### config.mk
export PLATFORM = sky130hd
export DESIGN_NAME = distance_vector_route_update
export DESIGN_NICKNAME = d
export VERILOG_FILES = /design/src/rtl/dvru_pkg.sv /design/src/rtl/dvru_ram.sv /design/src/rtl/distance_vector_route_update.sv
export SDC_FILE = /design/constraint.sdc
export NUM_CORES = 1
export LEC_CHECK = 0
export BUFFER_PORTS_ARGS = -buffer_cell sky130_fd_sc_hd__buf_2
export CORE_MARGIN = 1.5
export CORE_UTILIZATION = 53
export CTS_CLUSTER_DIAMETER = 200
export DETAILED_ROUTE_END_ITERATION = 8
export HOLD_SLACK_MARGIN = 0.12
export PLACE_DENSITY = 0.69
export SYNTH_ARGS = -nofsm -noshare
export SYNTH_HDL_FRONTEND = slang
export SYNTH_SLANG_ARGS = --single-unit
### constraint.sdc
create_clock -name clk -period 7.4 [get_ports clk]
set_input_delay 1.11 -clock clk [delete_from_list [all_inputs] [get_ports clk]]
set_output_delay 1.11 -clock clk [all_outputs]
set_load 0.05 [all_outputs]
### src/rtl/dvru_pkg.sv
// Shared types, constants and register codes for the distance-vector route table.
`timescale 1ns / 1ps
package dvru_pkg;

    localparam int TABLE_ENTRIES = 32;
    localparam int ADDR_W        = (TABLE_ENTRIES > 1) ? $clog2(TABLE_ENTRIES) : 1;

    localparam int COST_W  = 10;
    localparam int LINK_W  = 10;
    localparam int ID_W    = 5;
    localparam int COUNT_W = 6;
    localparam int STABLE_W = 7;
    localparam int CFG_IDX_W  = 2;
    localparam int CFG_DATA_W = 10;

    localparam logic [COST_W-1:0]   RESET_COST = COST_W'(999);
    localparam logic [STABLE_W-1:0] STABLE_MAX = {STABLE_W{1'b1}};

    localparam logic [1:0] OP_LOAD      = 2'd0;
    localparam logic [1:0] OP_ADVERTISE = 2'd1;
    localparam logic [1:0] OP_READ      = 2'd2;

    localparam logic [CFG_IDX_W-1:0] REG_OWN_ID        = 2'd0;
    localparam logic [CFG_IDX_W-1:0] REG_ROUTER_COUNT  = 2'd1;
    localparam logic [CFG_IDX_W-1:0] REG_INFINITY_COST = 2'd2;

    typedef struct packed {
        logic [1:0]        opcode;
        logic [ID_W-1:0]   dest;
        logic [LINK_W-1:0] link_to_neighbor;
        logic [ID_W-1:0]   adv_neighbor;
        logic [COST_W-1:0] adv_cost;
        logic [LINK_W-1:0] adv_link;
        logic              adv_local;
    } cmd_t;

    typedef struct packed {
        logic [COST_W-1:0] route_cost;
        logic [LINK_W-1:0] route_link;
        logic              route_local;
        logic              route_reachable;
        logic              updated;
        logic              converged;
    } result_t;

    typedef struct packed {
        logic [COST_W-1:0] cost;
        logic [LINK_W-1:0] link;
        logic              is_local;
    } entry_t;

    localparam int ENTRY_W = $bits(entry_t);

endpackage

### src/rtl/dvru_ram.sv
// Generic single-port-write, single-port-read RAM with registered read data.
`timescale 1ns / 1ps
module dvru_ram #(
    parameter int WIDTH = 8,
    parameter int DEPTH = 32
) (
    input  logic                                       clk,
    input  logic                                       we,
    input  logic [((DEPTH > 1) ? $clog2(DEPTH) : 1)-1:0] waddr,
    input  logic [WIDTH-1:0]                           wdata,
    input  logic [((DEPTH > 1) ? $clog2(DEPTH) : 1)-1:0] raddr,
    output logic [WIDTH-1:0]                           rdata
);

    logic [WIDTH-1:0] mem [DEPTH];

    always_ff @(posedge clk)
    begin
        if (we)
        begin
            mem[waddr] <= wdata;
        end
        rdata <= mem[raddr];
    end

endmodule

### src/rtl/distance_vector_route_update.sv
// Top level of the distance-vector route table with read-modify-write update.
//
// Usage:
//   Command channel: cmd is taken at a rising edge with start high and busy low.
//   Opcodes load an adjacency entry, apply a neighbor advertisement, or read
//   an entry. Each command gives exactly one result.
//   Result channel: done is high for one cycle with result valid; the result
//   is registered from the execute state and cannot be held off.
//   A new command is not taken while busy. The table sits in one RAM with a
//   registered read; the entry is read in the accept cycle and written back in
//   the following cycle, so busy is high for one cycle per command. A new
//   command may be taken in the cycle that done is shown.
//   Configuration: cfg_valid/cfg_ready write own_id, router_count and
//   infinity_cost by cfg_index; cfg_ready is always high. Write only while idle.
//   Reset: all table entries read as cost 999, link 0, not local (per-entry
//   valid flags, no clearing pass); stable count and registers return to
//   their reset values; no result is pending.
`timescale 1ns / 1ps
module distance_vector_route_update (
    input  logic                                  clk,
    input  logic                                  rst_n,
    input  logic                                  start,
    output logic                                  busy,
    input  dvru_pkg::cmd_t                        cmd,
    output logic                                  done,
    output dvru_pkg::result_t                     result,
    input  logic                                  cfg_valid,
    output logic                                  cfg_ready,
    input  logic [dvru_pkg::CFG_IDX_W-1:0]        cfg_index,
    input  logic [dvru_pkg::CFG_DATA_W-1:0]       cfg_data
);

    typedef enum logic [1:0] {
        ST_IDLE = 2'b01,
        ST_EXEC = 2'b10
    } state_t;

    state_t                             state_reg, state_next;
    dvru_pkg::cmd_t                     cmd_reg;
    logic [dvru_pkg::TABLE_ENTRIES-1:0] valid_reg, valid_next;
    logic [dvru_pkg::STABLE_W-1:0]      stable_reg, stable_next;
    logic [dvru_pkg::ID_W-1:0]          own_id_reg;
    logic [dvru_pkg::COUNT_W-1:0]       router_count_reg;
    logic [dvru_pkg::COST_W-1:0]        inf_reg;
    logic                               done_reg, done_next;
    dvru_pkg::result_t                  result_reg, result_next;

    logic                               accept;
    logic [dvru_pkg::ADDR_W-1:0]        rd_addr;
    logic [dvru_pkg::ADDR_W-1:0]        wr_addr;
    logic [dvru_pkg::ENTRY_W-1:0]       rd_data;
    logic                               wr_en;
    dvru_pkg::entry_t                   old_entry;
    dvru_pkg::entry_t                   new_entry;
    dvru_pkg::entry_t                   shown_entry;
    logic                               in_table;
    logic [dvru_pkg::COST_W:0]          cost_sum;
    logic [dvru_pkg::COST_W-1:0]        cand_cost;
    logic                               take;
    logic                               changed;
    logic                               bump;
    logic                               clear;

    assign accept    = start && (state_reg == ST_IDLE);
    assign busy      = (state_reg != ST_IDLE);
    assign cfg_ready = 1'b1;
    assign done      = done_reg;
    assign result    = result_reg;
    assign rd_addr   = dvru_pkg::ADDR_W'(cmd.dest);
    assign wr_addr   = dvru_pkg::ADDR_W'(cmd_reg.dest);
    assign in_table  = (32'(cmd_reg.dest) < 32'(dvru_pkg::TABLE_ENTRIES));

    dvru_ram #(
        .WIDTH (dvru_pkg::ENTRY_W),
        .DEPTH (dvru_pkg::TABLE_ENTRIES)
    ) u_table (
        .clk   (clk),
        .we    (wr_en),
        .waddr (wr_addr),
        .wdata (new_entry),
        .raddr (rd_addr),
        .rdata (rd_data)
    );

    always_comb
    begin
        old_entry = rd_data;
        if (!valid_reg[wr_addr])
        begin
            old_entry.cost     = dvru_pkg::RESET_COST;
            old_entry.link     = '0;
            old_entry.is_local = 1'b0;
        end

        cost_sum  = {1'b0, cmd_reg.adv_cost} + (dvru_pkg::COST_W + 1)'(1);
        cand_cost = (cost_sum > {1'b0, inf_reg}) ? inf_reg
                                                 : cost_sum[dvru_pkg::COST_W-1:0];
        take = (old_entry.cost >= inf_reg) || (old_entry.cost > cand_cost)
            || ((old_entry.link == cmd_reg.link_to_neighbor) && (cand_cost > old_entry.cost));
        changed = (old_entry.cost != cand_cost)
            || (old_entry.link != cmd_reg.link_to_neighbor) || old_entry.is_local;

        new_entry.cost     = cand_cost;
        new_entry.link     = cmd_reg.link_to_neighbor;
        new_entry.is_local = 1'b0;
        wr_en = 1'b0;
        bump  = 1'b0;
        clear = 1'b0;

        if ((state_reg == ST_EXEC) && in_table)
        begin
            priority if (cmd_reg.opcode == dvru_pkg::OP_LOAD)
            begin
                wr_en = 1'b1;
                clear = 1'b1;
                priority if (cmd_reg.dest == own_id_reg)
                begin
                    new_entry.cost     = '0;
                    new_entry.link     = '0;
                    new_entry.is_local = 1'b1;
                end
                else if (cmd_reg.link_to_neighbor != '0)
                begin
                    new_entry.cost     = dvru_pkg::COST_W'(1);
                    new_entry.link     = cmd_reg.link_to_neighbor;
                    new_entry.is_local = 1'b0;
                end
                else
                begin
                    new_entry.cost     = inf_reg;
                    new_entry.link     = '0;
                    new_entry.is_local = 1'b0;
                end
            end
            else if ((cmd_reg.opcode == dvru_pkg::OP_ADVERTISE)
                     && (cmd_reg.link_to_neighbor != '0))
            begin
                priority if ((cmd_reg.adv_cost >= inf_reg) || cmd_reg.adv_local
                             || (cmd_reg.dest == cmd_reg.adv_neighbor))
                begin
                    bump = 1'b1;
                end
                else if (cmd_reg.adv_link != cmd_reg.link_to_neighbor)
                begin
                    if (take && changed)
                    begin
                        wr_en = 1'b1;
                        clear = 1'b1;
                    end
                    else
                    begin
                        bump = 1'b1;
                    end
                end
                else
                begin
                    bump = 1'b0;
                end
            end
            else
            begin
                wr_en = 1'b0;
            end
        end

        stable_next = stable_reg;
        priority if (clear)
        begin
            stable_next = '0;
        end
        else if (bump && (stable_reg != dvru_pkg::STABLE_MAX))
        begin
            stable_next = stable_reg + dvru_pkg::STABLE_W'(1);
        end
        else
        begin
            stable_next = stable_reg;
        end

        valid_next = valid_reg;
        if (wr_en)
        begin
            valid_next[wr_addr] = 1'b1;
        end

        if (!in_table)
        begin
            shown_entry.cost     = inf_reg;
            shown_entry.link     = '0;
            shown_entry.is_local = 1'b0;
        end
        else if (wr_en)
        begin
            shown_entry = new_entry;
        end
        else
        begin
            shown_entry = old_entry;
        end

        result_next.route_cost      = shown_entry.cost;
        result_next.route_link      = shown_entry.link;
        result_next.route_local     = shown_entry.is_local;
        result_next.route_reachable = (shown_entry.cost < inf_reg);
        result_next.updated         = wr_en && (cmd_reg.opcode == dvru_pkg::OP_ADVERTISE);
        result_next.converged       = (stable_next >= {1'b0, router_count_reg});

        done_next = (state_reg == ST_EXEC);

        unique case (state_reg)
            ST_IDLE: state_next = accept ? ST_EXEC : ST_IDLE;
            ST_EXEC: state_next = ST_IDLE;
            default: state_next = ST_IDLE;
        endcase
    end

    always_ff @(posedge clk or negedge rst_n)
    begin
        if (!rst_n)
        begin
            state_reg        <= ST_IDLE;
            valid_reg        <= '0;
            stable_reg       <= '0;
            done_reg         <= 1'b0;
            own_id_reg       <= dvru_pkg::ID_W'(1);
            router_count_reg <= dvru_pkg::COUNT_W'(1);
            inf_reg          <= dvru_pkg::RESET_COST;
        end
        else
        begin
            state_reg  <= state_next;
            valid_reg  <= valid_next;
            stable_reg <= stable_next;
            done_reg   <= done_next;
            if (cfg_valid && cfg_ready)
            begin
                unique case (cfg_index)
                    dvru_pkg::REG_OWN_ID:
                        own_id_reg <= cfg_data[dvru_pkg::ID_W-1:0];
                    dvru_pkg::REG_ROUTER_COUNT:
                        router_count_reg <= cfg_data[dvru_pkg::COUNT_W-1:0];
                    dvru_pkg::REG_INFINITY_COST:
                        inf_reg <= cfg_data[dvru_pkg::COST_W-1:0];
                    default:
                        own_id_reg <= own_id_reg;
                endcase
            end
        end
    end

    always_ff @(posedge clk)
    begin
        if (accept)
        begin
            cmd_reg <= cmd;
        end
        if (state_reg == ST_EXEC)
        begin
            result_reg <= result_next;
        end
    end

endmodule

==> metrics.md <==
| Metric | Value |
|---|---|
| Most common cell in the synthesized netlist | `edfxtp_1` |
| Chip height | `254 um` |
| Clock skew | `between 0.02 and 0.03 ns` |
| Final core utilization | `between 60% and 70%` |
| GR Layer Usage met1 | `between 30% and 40%` |
| Clock share of power | `about 39%` |
| Initial DRC Count | `1853` |
| Setup Buffers After CTS | `0` |
| Final period utilization | `between 90 and 100%` |
| Simple-Gate Fraction of Synth Area | `2.88%` |
| Combinational share of power | `under 10%` |
| Synth warnings | `0` |
| CTS clk-pin slew, worst paths | `0.06 ns` |
| Pre-CTS setup slack | `between 0.5 and 0.6 ns` |
| Top post-synthesis cells by area | `edfxtp_1, mux4_2, dfrtp_1, ha_1, mux2_2` |
| Seq pwr share | `between 50 and 60%` |
| Clk Latency, worst-skew pair | `between 0.6 and 0.7 ns` |
| Largest family of logic cells by synthesized area | `multiplexers` |
| Compound-Gate Fraction of Synth Area | `3.04%` |
| Syn Area/Cell | `around 20 um^2` |
| Via count | `around 17000` |
| WL/cell | `~29 um` |
| Number of flip-flops under the largest register name | `672` |
| Post-synth top cells | `edfxtp_1, mux4_2, ha_1` |
| Worst-Margin Slew | `around 1.4 ns` |
| Register area share after synthesis | `between 70% and 80%` |
| Switching part of the total | `23.1%` |
| # DRC | `0` |
| Post-CTS sizing | `0` |
| Post-synth ARST share | `7.65%` |
| GR Util All Layers | `24.9%` |
| Die area | `about 0.064 mm^2` |
| Hold_ws | `0.463 ns` |
| Yosys top cell by area | `edfxtp_1` |
| Share of layout cells above drive strength 1 | `about 31%` |
| Tightest Hold Check Type | `reg -> reg` |
| Number of I/O pins | `86` |
| Area grow syn2layout | `13.2%` |
| Critical Path AT | `7.31 ns` |
| Initial Utilization | `53.8%` |
| First-pass GRT wire length | `between 100000 and 150000 um` |
| CTS buffer count | `82` |
| CTS Hold Bufs | `0` |
| TritonCTS clock tree | `yes` |
| CP Capture Type | `flop` |
| H-tree levels | `3` |
| Worst Path Required | `~7.7 ns` |
| RSZ-0062 raised after global routing | `false` |
| Diode count | `0` |
| Vias in the first global route | `17100` |
| Max-slew violations | `0` |
| Top FF cell, synth | `edfxtp_1` |
| Finished Layout Cells | `2728` |
| Total Neg Setup Slack | `0 ns` |
| Worst Path Max Fanout | `14` |
| Placed cell area | `~0.035 mm^2` |
| Final hold violation count | `0` |
| Endpoints failing setup | `0` |
| Syn Nets | `1788` |
| Xor/xnor share of the synthesized area | `less than 1%` |
| Number of synthesized register bits | `~820` |
| Syn Inst Count | `~1700` |
| Finished Cell Area | `roughly 0.038 mm^2` |
| Post-synth EDFFs | `around 740` |
| Post-DRT Antenna Nets | `0` |
| Met2 Use GR | `roughly two fifths` |
| Leak Pwr | `between 10 and 15 nW` |
| Port Buf Inserts | `between 80 and 90` |
| Setup ws final | `approximately 0.43 ns` |
| Worst-case clock buffer depth | `3` |
| Clock Tree Root | `clkbuf_16` |
| GR peak layer | `met2` |
| Die width | `around 250 um` |
| Slew HR | `between 8 and 9%` |
| Top-area cell type share of the netlist area | `around 67%` |
| Gpl congestion | `0.899` |
| Met3 Usage GRT | `~4.4%` |
| DRT Pass-1 Iters | `5` |
| Fmax | `roughly 140 MHz` |
| Post-DP HPWL | `between 40000 and 50000 um` |
| # placed instances | `between 2000 and 3000` |
| Status | `complete, no violations` |
| Synthesized area | `between 0.03 and 0.04 mm^2` |
| Internal | `7.91 mW` |
| Clock sinks | `823` |
| Max_cap viols | `0` |
| Post-synthesis mux area share | `between 15 and 20%` |
| Final min period | `around 7 ns` |
| Core Rows | `between 90 and 100` |
| Category of the most critical setup path | `reg -> reg` |
| Yosys cell types | `64` |
| Post-Synth Adder-Cell Area | `between 2 and 2.5%` |
| Area of the core | `0.0619 mm^2` |
| Sw Pwr | `2.37 mW` |
| Net count, final | `around 2000` |
| Power Density | `between 200 and 300 mW/mm^2` |
| Largest net degree at the start of global routing | `between 100 and 150` |
| Initial antenna violation count | `2` |
| Total gr overflow | `0` |
| Final total power | `10.3 mW` |
| Post-Route WL | `around 78000 um` |
| Vias/cell | `around 6.2` |
| Setup crit start kind | `flop` |
| VDD IR-drop max | `roughly 0.17 mV` |
critical path, cell delays in order (launching register included):
cell and delay [ns]:
edfxtp_1 0.64, or3b_1 0.56, o22ai_1 0.18, nor4_1 0.81, mux2_4 0.42, nor2_1 0.14
ha_1 0.29, nand2b_1 0.14, a21o_1 0.17, a21o_1 0.17, a21o_1 0.18, a21oi_1 0.28
o21a_1 0.24, nand2_1 0.14, a2111oi_4 0.55, nor3_1 0.12, or3b_1 0.37, ha_1 0.29
nand2b_1 0.15, a21o_1 0.17, a21oi_1 0.14, nor2b_1 0.06, o21ai_0 0.14, nand2b_1 0.08
a21oi_1 0.15, o211ai_1 0.10
per-layer routing:
layer | vias up | part of all wire, %
met4 | 4 | 1.7
met5 | - | 0.033
met1 | 8863 | 40
met2 | 703 | 50
met3 | 107 | 8.0
li1 | 7114 | -
cell usage in the layout, fill, tap and decap left out, drive strengths merged, types with 40 or more instances in the layout:
master,netlist,final
clkbuf,44,97
clkinv,0,40
mux4,210,210
edfxtp,739,739
inv,51,54
buf,36,151
dfrtp,52,52
nor2,55,55
nand2,40,40
mux2,54,54
ha,57,57
path summary, 6_finish.rpt:
kind,depth (start not counted),to,startpoint,slack [ns]
max reg2reg,25,result[0]$_DFFE_PP_,wr_addr[3]$_DFFE_PP_,0.43
min reg2reg,2,valid_reg[12]$_DFFE_PN0P_,valid_reg[12]$_DFFE_PN0P_,0.46
max,25,result[0]$_DFFE_PP_,wr_addr[3]$_DFFE_PP_,0.43
min,2,valid_reg[12]$_DFFE_PN0P_,valid_reg[12]$_DFFE_PN0P_,0.46
max in group asynchronous,2,router_count_reg[5]$_DFFE_PN0P_,rst_n,6.11
min in group asynchronous,2,valid_reg[2]$_DFFE_PN0P_,rst_n,0.72
power groups by stage:
| stage | combinational, mW | sequential (mW) | clock [mW] |
|---|---|---|---|
| global route | 0.993 | 5.40 | 4.22 |
| CTS | 0.909 | 5.39 | 4.05 |
| global placement | 0.869 | 5.49 | 0 |
| detailed placement | 0.904 | 5.49 | 0 |
| floorplan | 0.582 | 5.47 | 0 |
| finish | 0.915 | 5.39 | 3.98 |
cell type report:
cell class | count | area [um^2]
Timing Repair Buffer | 151 | 1000
Clock buffer | 97 | 2160
Inverter | 51 | 191
Fill cell | 4426 | 24200
Clock inverter | 51 | 400
Tap cell | 837 | 1050
Sequential cell | 823 | 24200
Multi-Input combinational cell | 718 | 8730
cells by family after synthesis:
kind of cell,after synthesis
adder cells (fa/ha/maj),57
multiplexers,291
XOR/XNOR,32
other,1
buffers and inverters,131
AO/OA/AOI/OAI,147
AND/OR/NAND/NOR,190
flip-flops,823
(Power assumes the default switching activity.)
